### src/rtl/tsct_pkg.sv
// ----------------------------------------------------------------------------
// tsct_pkg
// Types, constants and the reciprocal-factorial table shared by the Taylor
// series sine/cosine/tangent pipeline.
// ----------------------------------------------------------------------------
package tsct_pkg;

   localparam int MAX_TERMS    = 6;
   localparam int SERIES_CELLS = 2 * MAX_TERMS;
   localparam int DIV_STEPS    = 64;
   localparam int CELL_IDX_W   = 4;
   localparam int TERMS_W      = 3;

   localparam logic signed [63:0] POW_MAX = 64'sh0000_7FFF_FFFF_FFFF;
   localparam logic signed [63:0] POW_MIN = -64'sh0000_8000_0000_0000;
   localparam logic signed [63:0] VAL_MAX = 64'sh0000_0000_7FFF_FFFF;
   localparam logic signed [63:0] VAL_MIN = -64'sh0000_0000_8000_0000;
   localparam logic signed [47:0] POW_ONE = 48'sh00_0010_000000;

   typedef enum logic [1:0] {
      ACT_SINE    = 2'd0,
      ACT_COSINE  = 2'd1,
      ACT_TANGENT = 2'd2,
      ACT_NONE    = 2'd3
   } action_type;

   typedef enum logic [1:0] {
      STAT_OK       = 2'd0,
      STAT_SAT      = 2'd1,
      STAT_ZERO_COS = 2'd2
   } status_type;

   typedef struct packed {
      logic [1:0]          action;
      logic signed [15:0]  angle;
   } req_type;

   typedef struct packed {
      logic signed [31:0]  value;
      logic [1:0]          status;
   } rsp_type;

   typedef struct packed {
      logic [1:0]          action;
      logic signed [15:0]  angle;
      logic signed [47:0]  pw;
      logic signed [63:0]  sn;
      logic signed [63:0]  cs;
   } series_type;

   typedef struct packed {
      logic [64:0]         rem;
      logic [63:0]         num;
      logic [63:0]         den;
      logic [63:0]         quo;
      logic                neg;
      logic                tan_live;
      logic signed [31:0]  value;
      logic [1:0]          status;
   } div_type;

   // floor(2^32 / p!), the last entry serves every higher power
   function automatic logic [32:0] recip_fact(input logic [CELL_IDX_W-1:0] p);
      logic [32:0] r;
      unique case (p)
         4'd0:    r = 33'd4294967296;
         4'd1:    r = 33'd4294967296;
         4'd2:    r = 33'd2147483648;
         4'd3:    r = 33'd715827882;
         4'd4:    r = 33'd178956970;
         4'd5:    r = 33'd35791394;
         4'd6:    r = 33'd5965232;
         4'd7:    r = 33'd852176;
         4'd8:    r = 33'd106522;
         4'd9:    r = 33'd11835;
         4'd10:   r = 33'd1183;
         default: r = 33'd107;
      endcase
      return r;
   endfunction

endpackage

### src/rtl/tsct_div_cell.sv
// ----------------------------------------------------------------------------
// tsct_div_cell
// One restoring division step: one quotient bit of the tangent per cell.
// ----------------------------------------------------------------------------
module tsct_div_cell import tsct_pkg::*; (
   input  logic    clock,
   input  logic    reset,
   input  logic    up_valid,
   output logic    up_ready,
   input  div_type up_data,
   output logic    dn_valid,
   input  logic    dn_ready,
   output div_type dn_data
);

   logic    valid_ff;
   div_type data_ff;
   div_type data_in;

   logic [64:0] rem_sh;
   logic        ge;

   assign up_ready = !valid_ff || dn_ready;
   assign dn_valid = valid_ff;
   assign dn_data  = data_ff;

   always_comb begin
      rem_sh  = {up_data.rem[63:0], up_data.num[63]};
      ge      = rem_sh >= {1'b0, up_data.den};
      data_in = up_data;
      data_in.rem = ge ? rem_sh - {1'b0, up_data.den} : rem_sh;
      data_in.num = {up_data.num[62:0], 1'b0};
      data_in.quo = {up_data.quo[62:0], ge};
   end

   always_ff @(posedge clock) begin
      if (reset) begin
         valid_ff <= 1'b0;
      end else if (up_ready) begin
         valid_ff <= up_valid;
      end
   end

   always_ff @(posedge clock) begin
      if (up_ready && up_valid) begin
         data_ff <= data_in;
      end
   end

endmodule

### config.mk
export PLATFORM = sky130hd
export DESIGN_NAME = tsct_div_cell
export DESIGN_NICKNAME = d
export VERILOG_FILES = /design/src/rtl/tsct_pkg.sv /design/src/rtl/tsct_div_cell.sv
export SDC_FILE = /design/constraint.sdc
export NUM_CORES = 1
export LEC_CHECK = 0
export ABC_CLOCK_PERIOD_IN_PS = 7800
export BUFFER_PORTS_ARGS = -buffer_cell sky130_fd_sc_hd__buf_2
export CORE_AREA = 2 2 231 233
export CTS_CLUSTER_DIAMETER = 100
export DETAILED_ROUTE_END_ITERATION = 12
export DIE_AREA = 0 0 233 235
export SLEW_MARGIN = 20
export SYNTH_ARGS = -nofsm -noshare
export SYNTH_HDL_FRONTEND = slang
export SYNTH_SLANG_ARGS = --single-unit
### constraint.sdc
create_clock -name clock -period 7.8 [get_ports clock]
set_clock_uncertainty 0.1 [all_clocks]
set_input_delay 0.78 -clock clock [delete_from_list [all_inputs] [get_ports clock]]
set_output_delay 0.78 -clock clock [all_outputs]
set_load 0.01 [all_outputs]
# Word level (Yosys, flattened, before mapping)
# Cells that the tools add are included.
# op_classes
n_lt_le_gt_ge	1
addsub	1
n_mux	1
reduce_logical	3
# op_table
op	n
greater-or-equal comparator 65 x 64 -> 1 bit	1
two-way mux 65 bit	1
subtractor 65 x 64 -> 65 bit	1
logical AND 1 bit	1
zero test 1 bit	1
logical OR 1 bit	1
# totals
input_bits	297
reg_bits	293
elab_cells	15
output_inout_bits	295

# Longest topological paths before layout
# logic_depth
depth_word	3
depth_mapped	14
ltp_nobuf	12

# Worst setup path after synthesis
# Ideal clock, no wire load.
# synth_timing
kind	input -> register
startpoint	in dn_ready
endpoint	reg data_ff, in the netlist dn_data[0], enable pin
slack_ns	-0.620
arrival_ns	7.629
setup_ns	0.692
path_buffers	0
required_ns	7.008
stages	2
path_cell_list	nand2b_1 and2_1
# synth_between
elab_chain_cells	2
# synth_lines
item	line_no	text
start, declared	tsct_div_cell.sv:12	input logic dn_ready,
logical OR 1 bit	tsct_div_cell.sv:23	assign up_ready = !valid_ff || dn_ready;
logical AND 1 bit	tsct_div_cell.sv:45	if (up_ready && up_valid) begin
end signal, assigned	tsct_div_cell.sv:46	data_ff <= data_in;
end, declared	tsct_div_cell.sv:17	div_type data_ff;
# Every way passes these cells.
# A chain may end at the register's enable or synchronous reset.

==> implementation parameters <==
Parameter                              Value

Outcome
  Status    complete, no violations

Synth
  Net Count, Synth    1,431
  Cell taking the most area after synthesis    edfxtp_1
  Portion of synthesized cell area occupied by the leading cell type    61.9%
  Post-Syn Area    14,200 µm²
  Number of warnings reported in the yosys synthesis log    0
  Async set or reset register ratio after synthesis    0%
  Largest cells by area after synthesis    edfxtp_1 62%, ha_1 5.7%, mux2_4 5.5%
  Number of storage elements in the synthesis netlist    293
  Proportion of synthesized chip area in sequential cells    62.0%
  Mean cell area of the mapped netlist    13.3 µm²
  EDFF count, synth    292
  Count of different cell masters after synthesis    73
  Instance count of the mapped netlist    1,069
  Primary FF master, synth    edfxtp_1

GRT
  Number of antenna violations at the first check in global routing    32
  First-pass GRT wire length    73,500 µm
  Vias in the first global route    11,300
  Largest net degree at the start of global routing    83
  Overall overflow remaining after global route    0
  Global Route Usage Sum    18.3%

Clock tree
  Sinks on the clock net    293
  CTS tree    yes
  Clock slew at reported path FFs    0.06 ns
  TritonCTS buffer count    36
  Maximum level of the CTS H-tree    2
  Insertion delay to the later sink of the worst-skew pair    0.54 ns
  Root cell of the clock tree    clkbuf_16
  Clock buffer depth    3
  Total of cells resized after clock tree synthesis    0
  Number of post-CTS setup repair buffers    0
  Hold Buf Count CTS    0

STA
  Worst Tran Pin Value    1.03 ns
  RSZ-0062 raised after global routing    no
  Aggregate negative setup slack    0 ns
  Final number of max-transition violations    0
  Portion of the clock cycle consumed by the worst path in the final layout    60.3%
  Timing-limited maximum frequency    0.213 GHz
  Final count of negative-setup-slack endpoints    0
  Headroom to the max-slew limit    31.2%
  Post-route minimum period    4.70 ns
  Final Hold Vio Count    0

Final layout
  Layout overhead on the synthesized area    34.6%
  Commonest non-fill, non-tap cells in the layout    588 x buf_2, 292 x edfxtp_1, 88 x inv_1
  Most common cell after layout, fill and taps aside    buf_2
  Final #Nets    2,027
  Share of layout cells above drive strength 1    42.3%

Floorplanning
  Core region area    52,200 µm²
  Die boundary width    233 µm
  Die footprint    54,800 µm²
  Row Count    84
  Number of primary I/O pins    592
  Die Ht    235 µm
  Starting utilization of the core area    27.1%

Place
  Count of input and output buffers    588
  Placer congestion estimate    0.880
  Detailed placer's ending HPWL    43,400 µm

Pwr
  Total power draw    4.54 mW
  Portion of total power attributed to combinational logic    18.8%
  Share of power burned in the clock network    38.9%
  Leakage power    8.37 nW
  Sequential Power Share    42.2%
  Switching power total    1.20 mW
  Internal Power    3.34 mW
  Maximum resistive drop on vdd    0.141 mV
  Switching part of the total    26.5%
  Power per standard cell area    238 nW/µm²

Drt
  Antenna viol nets, final    0
  Remaining design rule violation count    0
  Pre-antenna DRT Iters    5
  Via density    4.75
  Vias    11,300
  Number of DRC markers in iteration 0    710
  Final WL    52,500 µm
  Post-DR wirelength/cell    22.0 µm

Worst setup path
  Data required time of the critical path    7.98 ns
  Type of destination of the critical path    flip-flop
  CP Class    primary input to flip-flop
  Type of origin of the critical path    primary input
  CP arrival    4.88 ns
  Largest fanout on the critical path    43

Flow run
  # Max-Cap Violations    0

Worst hold path
  Class of the tightest hold or removal check    primary input to flip-flop
-- cell usage after synthesis (3+ instances only) --
cell type  count
ha_1          64
mux2_2         3
inv_1         88
o21ai_0       45
o21bai_1      10
nor4_1         7
nand3_1       18
a31oi_1       11
nor2b_1        7
a221oi_1       3
a2111o_1       4
a211oi_1       8
and2_1         5
xnor2_1       33
edfxtp_1     292
and3_1         7
o21ai_1        6
nand2_1       78
buf_2         15
clkbuf_1      13
o211ai_1       5
mux2_4        52
xor2_1        23
buf_6          6
o31ai_1        5
nor2_1        56
o21a_1        11
a21o_1        22
a21oi_1       80
nand4_1       24
mux2i_1        6
nor3_1        11
-- stage by stage --
step | hold slack [ns] | utilization, % | cell area, µm² | setup WS, ns | instances
2_1_floorplan | 0.493 | - | 14200 | 2.69 | 1069
3_3_place_gp | 0.440 | 34.1 | 17800 | 2.57 | 2315
3_5_place_dp | 0.448 | 34.1 | 17800 | 2.52 | 2315
4_1_cts | 0.253 | 36.5 | 19000 | 3.10 | 2379
5_1_grt | 0.276 | 36.5 | 19100 | 2.85 | 2385
6_report | 0.292 | 36.5 | 19100 | 3.10 | 2388
-- cell families after synthesis --
kind of cell	count (synthesis)	synth area share, %
muxes	61	6.17
other	1	0.0265
xor gates and xnor gates	56	3.46
and+or+nand+nor	225	7.45
adders and majority gates	65	5.79
buffers and inverters	124	3.78
DFF	293	62.0
AOI/OAI and AO/OA	244	11.3
-- registers in the layout, indices dropped and copies added (netlist names) --
name      flops
dn_valid      1
dn_data     292
-- path summary, 6_finish.rpt --
kind,endpoint,slack (ns),startpoint,cells after the start
setup reg to reg,dn_data[83]$_DFFE_PP_,4.84,dn_valid$_SDFFE_PP0N_,4
hold / removal,dn_valid$_SDFFE_PP0N_,0.29,reset,2
setup / recovery,dn_data[253]$_DFFE_PP_,3.10,up_data[128],13
hold reg to reg,dn_valid$_SDFFE_PP0N_,0.47,dn_valid$_SDFFE_PP0N_,2
-- layout make-up --
| type | count | area [µm²] |
|---|---|---|
| clock buffers | 42 | 923 |
| inverters | 89 | 337 |
| fillers | 5143 | 33200 |
| repair buffers | 593 | 2980 |
| diodes | 9 | 22.5 |
| flip-flops and latches | 293 | 8790 |
| clock inverters | 22 | 312 |
| well taps | 688 | 861 |
| multi-input cells | 652 | 4840 |
-- power groups by stage --
stage,clock (mW),sequential [mW],combinational (mW)
global route,1.88,1.93,0.930
global placement,0,1.95,0.844
CTS,1.82,1.92,0.857
detailed placement,0,1.95,0.854
finish,1.77,1.92,0.854
floorplan,0,2.02,0.447
-- per-layer routing --
layer | part of all wire (%) | vias to the layer above | track usage, %
met5 | 0.080 | - | 0
met4 | 3.7 | 6 | 7.93
met3 | 8.7 | 135 | 5.64
met2 | 50 | 555 | 31.9
met1 | 37 | 5431 | 20.6
li1 | - | 5209 | -
-- critical path, cell delays in order --
cell      delay, ns
buf_2          0.14
inv_1          0.06
ha_1           0.56
nand4_1        0.21
nor4_1         0.42
nand2_1        0.15
o211ai_4       0.34
o211ai_2       0.21
a31oi_4        0.39
a21oi_4        0.14
inv_4          0.63
buf_4          0.50
mux2_4         0.34
Note: power is estimated with default switching activity, not from simulation.
